`config.mk`:
```
export PLATFORM = sky130hd
export DESIGN_NAME = sedt_classify_flat
export DESIGN_NICKNAME = d
export VERILOG_FILES = /design/src/sv/sedt_pkg.sv /design/src/sv/sedt_edge_if.sv /design/src/sv/sedt_classify.sv /design/src/flat_wrapper.sv
export VERILOG_INCLUDE_DIRS = /design/src /design/src/sv
export SDC_FILE = /design/constraint.sdc
export NUM_CORES = 1
export LEC_CHECK = 0
export BUFFER_PORTS_ARGS = -buffer_cell sky130_fd_sc_hd__buf_2
export CORE_AREA = 2 2 260 134
export DETAILED_ROUTE_END_ITERATION = 8
export DIE_AREA = 0 0 262 136
export GPL_TIMING_DRIVEN = 0
export SYNTH_ARGS = -nofsm -noshare
export SYNTH_HDL_FRONTEND = slang
export SYNTH_SLANG_ARGS = --single-unit
```
`constraint.sdc`:
```
create_clock -name clk -period 2.6 [get_ports clk]
set_input_delay 0.39 -clock clk [delete_from_list [all_inputs] [get_ports clk]]
set_output_delay 0.39 -clock clk [all_outputs]
set_load 0.005 [all_outputs]
```
`src/sv/sobel_edge_double_threshold_top_macros.svh`:
```
// Assertion macros shared by the edge classifier RTL.
`ifndef SOBEL_EDGE_DOUBLE_THRESHOLD_TOP_MACROS_SVH
`define SOBEL_EDGE_DOUBLE_THRESHOLD_TOP_MACROS_SVH

`ifndef SYNTHESIS
// ante true at an edge implies cons at the same edge
`define SEDT_ASSERT_IMP(lbl, clk, rstn, ante, cons) \
	lbl: assert property (@(posedge clk) disable iff (!rstn) (ante) |-> (cons)) \
		else $error("assertion failed");
// ante true at an edge implies cons at the next edge
`define SEDT_ASSERT_NXT(lbl, clk, rstn, ante, cons) \
	lbl: assert property (@(posedge clk) disable iff (!rstn) (ante) |=> (cons)) \
		else $error("assertion failed");
`else
`define SEDT_ASSERT_IMP(lbl, clk, rstn, ante, cons)
`define SEDT_ASSERT_NXT(lbl, clk, rstn, ante, cons)
`endif

`endif

```
`src/sv/sedt_pkg.sv`:
```
// Shared types and constants for the Sobel double-threshold edge classifier.
`timescale 1ns / 1ps

package sedt_pkg;

	localparam int MAX_WIDTH_DEF  = 2048;
	localparam int MAX_HEIGHT_DEF = 2048;

	localparam int CFG_DATA_W = 21;
	localparam int CFG_IDX_W  = 2;
	localparam int DIM_W      = 12;
	localparam int THR_W      = 21;
	localparam int POS_W      = 11;
	localparam int GRAD_W     = 11;
	localparam int MAG_W      = 21;

	localparam logic [DIM_W-1:0] FRAME_WIDTH_RST  = 12'd2048;
	localparam logic [DIM_W-1:0] FRAME_HEIGHT_RST = 12'd2048;
	localparam logic [THR_W-1:0] LOW_THR_RST      = 21'd9500;
	localparam logic [THR_W-1:0] HIGH_THR_RST     = 21'd10000;

	typedef enum logic [CFG_IDX_W-1:0] {
		REG_FRAME_WIDTH  = 2'd0,
		REG_FRAME_HEIGHT = 2'd1,
		REG_LOW_THR      = 2'd2,
		REG_HIGH_THR     = 2'd3
	} sedt_reg_t;

	typedef enum logic [1:0] {
		EDGE_NONE   = 2'd0,
		EDGE_WEAK   = 2'd1,
		EDGE_STRONG = 2'd2
	} sedt_class_t;

	// gradient stage payload
	typedef struct packed {
		logic signed [GRAD_W-1:0] gx;
		logic signed [GRAD_W-1:0] gy;
		logic [POS_W-1:0]         row;
		logic [POS_W-1:0]         col;
		logic                     frame_end;
	} sedt_grad_t;

	// floor((r+g+b)/3) as a multiply by 683/2048, exact for sums up to 765
	function automatic logic [7:0] gray_of(input logic [7:0] r, input logic [7:0] g,
	                                        input logic [7:0] b);
		logic [9:0]  sum;
		logic [19:0] prod;
		sum  = 10'(r) + 10'(g) + 10'(b);
		prod = 20'(sum) * 20'd683;
		return prod[18:11];
	endfunction

endpackage

```
`src/sv/sedt_edge_if.sv`:
```
// Result channel: valid/ready with one classified interior pixel.
`timescale 1ns / 1ps

interface sedt_edge_if;
	logic        valid;
	logic        ready;
	logic [1:0]  edge_class;
	logic [10:0] pixel_row;
	logic [10:0] pixel_col;
	logic        frame_end;

	modport source (output valid, output edge_class, output pixel_row, output pixel_col,
	                output frame_end, input ready);
	modport sink (input valid, input edge_class, input pixel_row, input pixel_col,
	              input frame_end, output ready);
endinterface

```
`src/sv/sedt_classify.sv`:
```
// Squared gradient magnitude and double-threshold classification.
`timescale 1ns / 1ps
`include "sobel_edge_double_threshold_top_macros.svh"

module sedt_classify (
	input  logic                                clk,
	input  logic                                arst_n,
	input  logic                                grad_valid,
	output logic                                grad_ready,
	input  sedt_pkg::sedt_grad_t                grad,
	input  logic [sedt_pkg::THR_W-1:0]          low_thr,
	input  logic [sedt_pkg::THR_W-1:0]          high_thr,
	sedt_edge_if.source                         res
);

	localparam int PW = sedt_pkg::POS_W;
	localparam int MW = sedt_pkg::MAG_W;

	logic [9:0]  ax;
	logic [9:0]  ay;
	logic [19:0] sx;
	logic [19:0] sy;

	logic          s3_valid_q;
	logic [MW-1:0] mag_s3;
	logic [PW-1:0] row_s3;
	logic [PW-1:0] col_s3;
	logic          fe_s3;
	logic          adv3;

	logic [sedt_pkg::THR_W-1:0] lo;
	logic [sedt_pkg::THR_W-1:0] hi;
	sedt_pkg::sedt_class_t      cls;

	logic                  out_valid_q;
	sedt_pkg::sedt_class_t class_q;
	logic [PW-1:0]         row_q;
	logic [PW-1:0]         col_q;
	logic                  fe_q;

	always_comb begin
		ax = grad.gx[sedt_pkg::GRAD_W-1] ? 10'(-grad.gx) : 10'(grad.gx);
		ay = grad.gy[sedt_pkg::GRAD_W-1] ? 10'(-grad.gy) : 10'(grad.gy);
		sx = 20'(ax) * 20'(ax);
		sy = 20'(ay) * 20'(ay);
	end

	assign adv3       = s3_valid_q && (!out_valid_q || res.ready);
	assign grad_ready = !s3_valid_q || adv3;

	always_ff @(posedge clk or negedge arst_n) begin
		if (!arst_n) begin
			s3_valid_q <= 1'b0;
		end else if (grad_valid && grad_ready) begin
			s3_valid_q <= 1'b1;
		end else if (adv3) begin
			s3_valid_q <= 1'b0;
		end
	end

	always_ff @(posedge clk) begin
		if (grad_valid && grad_ready) begin
			mag_s3 <= MW'(sx) + MW'(sy);
			row_s3 <= grad.row;
			col_s3 <= grad.col;
			fe_s3  <= grad.frame_end;
		end
	end

	// thresholds exchanged when given out of order; both compares strict
	always_comb begin
		if (low_thr > high_thr) begin
			lo = high_thr;
			hi = low_thr;
		end else begin
			lo = low_thr;
			hi = high_thr;
		end
		if (mag_s3 > hi) begin
			cls = sedt_pkg::EDGE_STRONG;
		end else if (mag_s3 > lo) begin
			cls = sedt_pkg::EDGE_WEAK;
		end else begin
			cls = sedt_pkg::EDGE_NONE;
		end
	end

	always_ff @(posedge clk or negedge arst_n) begin
		if (!arst_n) begin
			out_valid_q <= 1'b0;
		end else if (adv3) begin
			out_valid_q <= 1'b1;
		end else if (res.ready) begin
			out_valid_q <= 1'b0;
		end
	end

	always_ff @(posedge clk) begin
		if (adv3) begin
			class_q <= cls;
			row_q   <= row_s3;
			col_q   <= col_s3;
			fe_q    <= fe_s3;
		end
	end

	assign res.valid      = out_valid_q;
	assign res.edge_class = class_q;
	assign res.pixel_row  = row_q;
	assign res.pixel_col  = col_q;
	assign res.frame_end  = fe_q;

	`SEDT_ASSERT_NXT(a_strong, clk, arst_n, adv3 && (mag_s3 > low_thr) && (mag_s3 > high_thr), res.edge_class == sedt_pkg::EDGE_STRONG)
	`SEDT_ASSERT_NXT(a_none, clk, arst_n, adv3 && (mag_s3 <= low_thr) && (mag_s3 <= high_thr), res.edge_class == sedt_pkg::EDGE_NONE)

endmodule

```
`src/flat_wrapper.sv`:
```
// flat-port wrapper written by rule: the top's interface ports become plain ports
module sedt_classify_flat 
  (clk, arst_n, grad_valid, grad_ready, grad, low_thr, high_thr, res_valid, res_edge_class, res_pixel_row, res_pixel_col, res_frame_end, res_ready);
  sedt_edge_if res_i ();
  input  logic clk;
  input  logic arst_n;
  input  logic grad_valid;
  output logic grad_ready;
  input  sedt_pkg::sedt_grad_t grad;
  input  logic [sedt_pkg::THR_W-1:0] low_thr;
  input  logic [sedt_pkg::THR_W-1:0] high_thr;
  output wire logic [$bits(res_i.valid)-1:0] res_valid;
  output wire logic [$bits(res_i.edge_class)-1:0] res_edge_class;
  output wire logic [$bits(res_i.pixel_row)-1:0] res_pixel_row;
  output wire logic [$bits(res_i.pixel_col)-1:0] res_pixel_col;
  output wire logic [$bits(res_i.frame_end)-1:0] res_frame_end;
  input wire logic [$bits(res_i.ready)-1:0] res_ready;
  assign res_valid = res_i.valid;
  assign res_edge_class = res_i.edge_class;
  assign res_pixel_row = res_i.pixel_row;
  assign res_pixel_col = res_i.pixel_col;
  assign res_frame_end = res_i.frame_end;
  assign res_i.ready = res_ready;
  sedt_classify u_core (.clk(clk), .arst_n(arst_n), .grad_valid(grad_valid), .grad_ready(grad_ready), .grad(grad), .low_thr(low_thr), .high_thr(high_thr), .res(res_i));
endmodule
```
# Word level (Yosys, flattened, before mapping)

Index checks and enable logic that the tools add are counted.

Multipliers: 2
Order comparisons: 3
Reductions and logical operators: 8
Add/subtract/negate cells: 3
Mux-type cells: 9

Operator list:

| cell                                           | count |
|---|---|
| 21-bit greater-than comparator                 | 3 |
| 21-bit 2-to-1 mux                              | 2 |
| 10-bit by 10-bit multiplier with 20-bit output | 2 |
| 20-bit by 20-bit adder with 21-bit output      | 1 |
| 10-bit 2-to-1 mux                              | 2 |
| 10-bit negation                                | 2 |
| 1-bit 2-to-1 mux                               | 5 |
| 2-bit nonzero test                             | 2 |
| 1-bit logical AND                              | 2 |
| 1-bit logical NOT                              | 2 |
| 1-bit logical OR                               | 2 |

Output and inout port bits: 27
Word-level logic and storage cells: 35
Bits of input ports: 91
Register bits: 71

# Logic depth before layout (Yosys ltp)

Gate-level depths: netlist (run 1).

Depth in word-level cells: 6
Mapped depth: 29
Gate-level depth less buffers: 28

# Least setup slack after synthesis (run 1)

Ideal clock, no wire load.

Path kind: input to register
Start point: in grad[23] (netlist bit)
End point: reg u_core.mag_s3[18], data pin
Required time: 2.329 ns
Slack: -4.591 ns
Arrival time: 6.920 ns
Cell stages on the path: 25
Path buffers: 1
Library setup time: 0.271 ns
Cells stage by stage: inv_1 clkbuf_1 ha_1 nand2b_1 nand2b_1 o31a_1 xor2_1 nand2_1 fa_1 fa_1 inv_1 fa_1 fa_1 fa_1 fa_1 inv_1 fa_1 inv_1 ha_1 a21oi_1 o211ai_1 a31oi_1 o21ai_0 mux2i_1 o2111ai_1

Cells in the longest elaborated chain, start to end: 4

RTL lines:

| item                                               | RTL line            | text |
|---|---|---|
| start: declaration                                 | flat_wrapper.sv:9   | `input sedt_pkg::sedt_grad_t grad;` |
| 10-bit negation                                    | sedt_classify.sv:43 | `ay = grad.gy[sedt_pkg::GRAD_W-1] ? 10'(-grad.gy) : 10'(grad.gy);` |
| 10-bit 2-to-1 mux (*)                              | sedt_classify.sv:43 |  |
| 10-bit by 10-bit multiplier with 20-bit output (*) | sedt_classify.sv:45 | `sy = 20'(ay) * 20'(ay);` |
| 20-bit by 20-bit adder with 21-bit output (*)      | sedt_classify.sv:63 | `mag_s3 <= MW'(sx) + MW'(sy);` |
| end signal: assignment                             | sedt_classify.sv:63 |  |
| end: declaration                                   | sedt_classify.sv:25 | `logic [MW-1:0] mag_s3;` |

Mark *: on every way between the ends. The rest lies on a longest branch, timed or not.
A chain may end at the register's enable or synchronous reset.

# Worst setup path after layout (run 1)

Start point: in grad[24] (netlist bit)
End point: reg u_core.mag_s3[18], data pin

The elaborated chain is that of the path after synthesis.

==> results of run 1 <==
==> layout by cell type (no fill, tap or decap), types with 10 or more instances in the layout <==
cell type and n:
buf_6 26, ha_4 33, fa_1 129, a21oi_1 27, buf_4 40, xnor2_1 16, ha_1 115, nand3_1 12
a21oi_2 11, buf_2 98, nor2_1 51, edfxtp_1 69, inv_1 169, a21o_1 10, nand2_1 62, mux2i_1 37
inv_2 25
==> layer usage <==
metal	vias up	GRT usage (%)	wire length [um]
li1	3585	-	-
met4	0	1.507	117
met2	145	22.60	10940
met5	-	0	0
met3	10	4.306	1960
met1	3667	23.75	13390
==> how the worst max path moves through the flow <==
stage,start,cells after the start,slack (ps),endpoint
3_3_place_gp,grad[35],25,-5250,u_core.mag_s3[20]$_DFFE_PP_
3_5_place_dp,grad[35],25,-5160,u_core.mag_s3[20]$_DFFE_PP_
5_1_grt,grad[24],24,-4460,u_core.mag_s3[18]$_DFFE_PP_
6_report,grad[24],24,-4230,u_core.mag_s3[18]$_DFFE_PP_
2_1_floorplan,grad[35],24,-4090,u_core.mag_s3[18]$_DFFE_PP_
4_1_cts,grad[24],25,-4230,u_core.mag_s3[18]$_DFFE_PP_
==> timing repair <==
item | in CTS | in global routing
cloned | 1 | 0
pin swaps | 88 | 51
gates resized for setup | 173 | 31
endpoints found under the hold margin | 2 | 0
hold buffers | 1 | 0
buffers inserted | 47 | 12
setup endpoints to repair | 21 | 20
==> synth_stat cells, types with 17 or more instances <==
library cell,instances
ha_1,149
xor2_1,17
nand2_1,77
xnor2_1,26
o21ai_0,19
nor2_1,61
a21oi_1,40
inv_1,203
edfxtp_1,69
fa_1,130
mux2i_1,40
==> final cells by class <==
class                           count  area, um^2  area share (%)
Tap cell                          450       563.0           4.231
Clock buffer                       10       229.0           1.721
Multi-Input combinational cell    682        8087           60.77
Inverter                          207       838.3           6.299
Sequential cell                    71        2122           15.95
Timing Repair Buffer              176        1282           9.637
Buffer                              9       101.3          0.7616
Clock inverter                      6       85.08          0.6393
==> state kept, by name, indices dropped and copies added, names as in the netlist <==
name,flops
u_core.col_s3,11
u_core.res.pixel_col,11
u_core.s3_valid_q,1
u_core.res.pixel_row,11
u_core.mag_s3,21
u_core.res.frame_end,1
u_core.fe_s3,1
u_core.res.edge_class,2
u_core.res.valid,1
u_core.row_s3,11
==> metrics by stage <==
stage / cell area, um^2 / hold slack, ps / std cells / setup WS (ps)
2_1_floorplan: 10460 / 94.41 / 970 / -4087
3_5_place_dp: 11630 / 175.9 / 1537 / -5158
5_1_grt: 13310 / 213.5 / 1611 / -4460
6_report: 13310 / 228.8 / 1611 / -4232
3_3_place_gp: 11610 / 177.1 / 1536 / -5252
4_1_cts: 13150 / 221.2 / 1602 / -4234
==> kinds of logic (layout without fill, tap and decap cells) <==
family | after synthesis | count (layout) | share of synthesized area (%)
compound gates | 112 | 112 | 7.283
xor+xnor | 45 | 45 | 4.135
fa+ha+maj | 279 | 279 | 45.14
mux | 44 | 44 | 4.501
buf+inv | 217 | 408 | 8.307
simple gates | 202 | 202 | 9.192
flops | 71 | 71 | 21.44
==> reports/metrics.yaml, run 1 <==
tritoncts.num_buffers: 9
area_delta_synth_final_pct: 34.48
timing.max_slew.rel_slack_pct: 19.73
core_region_area_um2: 33630
worst-setup-path-type: "in2reg"
detailroute.via_count: 7407
synth_seq_area_share_pct: 21.44
gr-total-overflow: 0
ctsLongestPathBuffers: 2
max_stage_delay_ps: 560
timing.final.setup_violations: 20
worstSkewPairLatency_ps: 330
synth_edf_count: 69
critical_path.top_delay_family: "adder cells"
whs_path_depth: 1
r2r_slack_ps: 520
final_min_period_over_clock_period_pct: 262.8
grt_setup_unrepaired: "yes"
design.final.nets: 1526
final.setup.worst_slack_ps: -4232
nets_in_the_synthesized_netlist: 1340
placement.io_buffers: 116
final_util_pct: 39.57
fill_cells: 3247
violated_checks: "setup timing"
dp_hpwl_um: 22070
worst_min_delay_path_startpoint: "grad[0]"
place.gp.congestion: 0.8570
detail_route.vias_per_cell: 4.598
synth_top_cells_by_area: "fa_1, edfxtp_1, ha_1, inv_1, mux2i_1"
postSynth.asyncResetShare_pct: 2.817
cts_tree: "yes"
ys_ff_latch: 71
crit_path_start_kind: "input port"
worstPathBufferInverterCount: 5
groute.usage.overall_pct: 15.62
yosys.area.top_type: "fa_1"
htree_depth: 3
root_buffer: "clkbuf_16"
hp-class: "in2reg"
dieHeight_um: 136
cts.reportedPaths.clkPinSlew_ps: 60
die_w_um: 262
die_area_um2: 35630
drt_pre_antenna_iters: 6
global_route_wire_length_before_repair_um: 42460
ff2ff_path_depth: 7
worstHoldEndpoint: "u_core.fe_s3$_DFFE_PP_"
dominantRegCellSynth: "edfxtp_1"
crit_top_cell: "fa_1"
max_cap_viol_count: 0
dr.first_iter.drc_count: 410
first_global_vias: 7896
effective_utilization_at_floorplan_pct: 29.42
wl_per_cell_um: 16.39
proportion_of_layout_cells_with_a_drive_suffix_above_1_pct: 32.30
io_pins: 118
grt_max_degree: 30
clock-skew-final_ps: 5.559
setup-tns-final_ps: -65550
drt_drc_violations_left: 0
crit_slowest_cell: "fa_1"
critical_path.max_fanout: 4
synth_cell_types: 55
status: "complete, but fails checks"
fmax_mhz: 146.4
insertedDiodeCount: 0
syn_area_per_cell_um2: 10.20
critical_path_cell_by_cell: "buf_8, or3_4, or3b_4, o31a_1, xor2_2, nand2_2, fa_1, fa_1, inv_1, fa_1, fa_1, fa_1, fa_1, inv_1, fa_1, inv_2, ha_4, a21oi_2, o211ai_1, a31oi_2, buf_4, o21ai_4, mux2i_1, o2111ai_1"
rr_startpoint: "u_core.mag_s3[16]$_DFFE_PP_"
critical_path.endpoint_type: "register"
cp.required_ps: 2670
syn-instance-count: 970
detail-route-antenna-nets: 0
route.final.wire_length_um: 26410
cts.sinks: 71
period_needed_ps: 6832
synthesis.area_um2: 9896
synth_top_area_share_pct: 26.30
worstMarginPinSlew_ps: 1204
hold_viol_final: 0
crit_arrival_ps: 6900
grt_antenna_before_repair: 0
regToRegEndpoint: "u_core.res.edge_class[0]$_SDFFCE_PN0P_"
fp-row-count: 48
synth-warning-count: 0
finalMaxSlewViolations: 0
Power of run 1 is left out: the tool's default activity adds up to more than one toggle a clock period on the data nets, which glitch-free logic cannot reach.
==> run 2: changes to the inputs <==
--- a/config.mk
+++ b/config.mk
@@ -7,10 +7,14 @@
 export NUM_CORES = 1
 export LEC_CHECK = 0
 export BUFFER_PORTS_ARGS = -buffer_cell sky130_fd_sc_hd__buf_2
+export CELL_PAD_IN_SITES_DETAIL_PLACEMENT = 2
+export CELL_PAD_IN_SITES_GLOBAL_PLACEMENT = 2
 export CORE_AREA = 2 2 260 134
 export DETAILED_ROUTE_END_ITERATION = 8
 export DIE_AREA = 0 0 262 136
 export GPL_TIMING_DRIVEN = 0
+export PLACE_DENSITY_LB_ADDON = 0.1
+export SKIP_LAST_GASP = 1
 export SYNTH_ARGS = -nofsm -noshare
 export SYNTH_HDL_FRONTEND = slang
 export SYNTH_SLANG_ARGS = --single-unit
==> run 2 against run 1 <==
- the flow still finishes with violations (setup timing)
- fmax rose by 1.3%
- non-clock buffer count rose by 43
- utilization rose by 2.0 points
- register-to-register slack got worse by 70 ps
- via count rose by 4.1%
- count of clock-buffer cells in the layout fell by 1
- worst setup slack improved by 88 ps
- sequential share of layout area fell by 0.79 points
- final cell count rose by 2.7%
- critical path type unchanged
- largest cell class unchanged
- highest routed layer unchanged
==> reports/metrics.yaml, run 2 (synthesis results as in run 1) <==
max_cap_viol_count: 0  # unchanged
root_buffer: "clkbuf_16"
violated_checks: "setup timing"
grt_antenna_before_repair: 0  # unchanged
timing.final.setup_violations: 20  # unchanged
worstMarginPinSlew_ps: 1341  # +136.9 ps
proportion_of_layout_cells_with_a_drive_suffix_above_1_pct: 37.62  # +5.3 points
ctsLongestPathBuffers: 2  # unchanged
fp-row-count: 48  # unchanged
route.final.wire_length_um: 33870  # +28%
critical_path.max_fanout: 4  # unchanged
effective_utilization_at_floorplan_pct: 29.42  # unchanged
fmax_mhz: 148.3  # +1.3%
dp_hpwl_um: 26970  # +22%
detail_route.vias_per_cell: 4.662  # +1.4%
cts.reportedPaths.clkPinSlew_ps: 70  # about the same
wl_per_cell_um: 20.48  # +25%
core_region_area_um2: 33630  # unchanged
die_w_um: 262  # unchanged
cts.sinks: 71  # unchanged
drt_pre_antenna_iters: 5  # -1
crit_path_start_kind: "input port"
io_pins: 118  # unchanged
global_route_wire_length_before_repair_um: 52140  # +23%
dieHeight_um: 136  # unchanged
largest_reg_flops: 21  # unchanged
period_needed_ps: 6744  # -88.16 ps
first_global_vias: 8596  # +8.9%
placement.io_buffers: 116  # unchanged
cp.required_ps: 2710  # +40 ps
layout_commonest_cell: "inv_1"
critical_path.top_delay_family: "adder cells"
hp-class: "in2reg"
grt_setup_unrepaired: "yes"
grt_max_degree: 36  # +20%
worstPathBufferInverterCount: 12  # +7
detail-route-antenna-nets: 0  # unchanged
hold_viol_final: 0  # unchanged
crit_slowest_cell: "or4_4"
final.setup.worst_slack_ps: -4144  # +88.16 ps
finalMaxSlewViolations: 0  # unchanged
crit_arrival_ps: 6850  # -50 ps
place.gp.congestion: 0.7964  # -7.1%
worstSkewPairLatency_ps: 360  # +30 ps
insertedDiodeCount: 0  # unchanged
placedInstanceArea_um2: 11630  # unchanged
cts_tree: "yes"
timing.max_slew.rel_slack_pct: 10.61  # -9.1 points
die_area_um2: 35630  # unchanged
max_stage_delay_ps: 610  # +50 ps
clock-skew-final_ps: 5.327  # -0.2316 ps
design.final.nets: 1569  # +2.8%
groute.usage.overall_pct: 19.79  # +4.2 points
max_flop_register: "u_core.mag_s3"
htree_depth: 3  # unchanged
layout_common_cells: "inv_1, fa_1, ha_1"
layout.cell_area.non_filler_um2: 14000  # +5.2%
status: "complete, but fails checks"
crit_top_cell: "inv_2"
drt_drc_violations_left: 0  # unchanged
gr-total-overflow: 0  # unchanged
tritoncts.num_buffers: 9  # unchanged
setup-tns-final_ps: -65690  # -137.3 ps
critical_path.endpoint_type: "register"
worst-setup-path-type: "in2reg"
area_delta_synth_final_pct: 41.45
final_min_period_over_clock_period_pct: 259.4  # -3.4 points
dpl_worst_slack_ps: -5375  # -217.2 ps
detailroute.via_count: 7711  # +4.1%
dr.first_iter.drc_count: 294  # -28%
[run 2: changes by cell type in the layout (fill, tap and decap cells not counted), moves of 4 or more]
cell / change
fa_2: +6
nand2_2: +4
buf_12: +9
a21oi_2: +7
inv_2: +8
inv_1: -10
buf_4: +35
buf_6: +9
buf_2: -9
fa_1: -6
a21oi_1: -8
xor2_2: -4
[run 2: repair_timing]
action / in CTS / in global routing
hold buffers: 1 / 0
cloned: 2 / 0
pin swaps: 85 / 75
endpoints found under the hold margin: 2 / 0
setup buffers: 69 / 33
endpoints found under the setup margin: 21 / 21
gates resized for setup: 202 / 72
[run 2: layout make-up]
| cell class | instances | area [um^2] |
|---|---|---|
| Clock buffer | 9 | 225.2 |
| Buffer | 9 | 120.1 |
| Multi-Input combinational cell | 682 | 8270 |
| Clock inverter | 7 | 56.30 |
| Tap cell | 450 | 563.0 |
| Inverter | 207 | 854.6 |
| Sequential cell | 71 | 2122 |
| Fill cell | 3515 | 19640 |
| Timing Repair Buffer | 219 | 1785 |
[run 2: metrics by stage]
stage	util (%)	std cells	hold WS, ps
after CTS	40.02	1623	189.3
after detailed placement	34.57	1537	183.4
after global routing	41.62	1654	189.7
after floorplan	-	970	94.41
after global placement	34.51	1536	179.8
final	41.62	1654	204.0
[run 2: final timing paths]
check | slack [ps] | depth (start not counted) | endpoint | startpoint
max in group asynchronous | 2130 | 2 | u_core.s3_valid_q$_DFFE_PN0P_ | arst_n
hold reg to reg | 420 | 0 | u_core.res.pixel_row[6]$_DFFE_PP_ | u_core.row_s3[6]$_DFFE_PP_
setup reg to reg | 450 | 7 | u_core.res.edge_class[0]$_SDFFCE_PN0P_ | u_core.mag_s3[20]$_DFFE_PP_
setup / recovery | -4140 | 29 | u_core.mag_s3[20]$_DFFE_PP_ | grad[37]
min in group asynchronous | 370 | 2 | u_core.res.valid$_DFFE_PN0P_ | arst_n
hold / removal | 200 | 1 | u_core.col_s3[6]$_DFFE_PP_ | grad[7]
[run 2: per-layer routing]
| layer | track usage (%) | wire length, um |
|---|---|---|
| met1 | 32.55 | 19030 |
| met4 | 2.197 | 185 |
| met2 | 26.68 | 13590 |
| met3 | 3.878 | 1065 |
| met5 | 0 | 0 |
Power of run 2 is left out for the same reason.
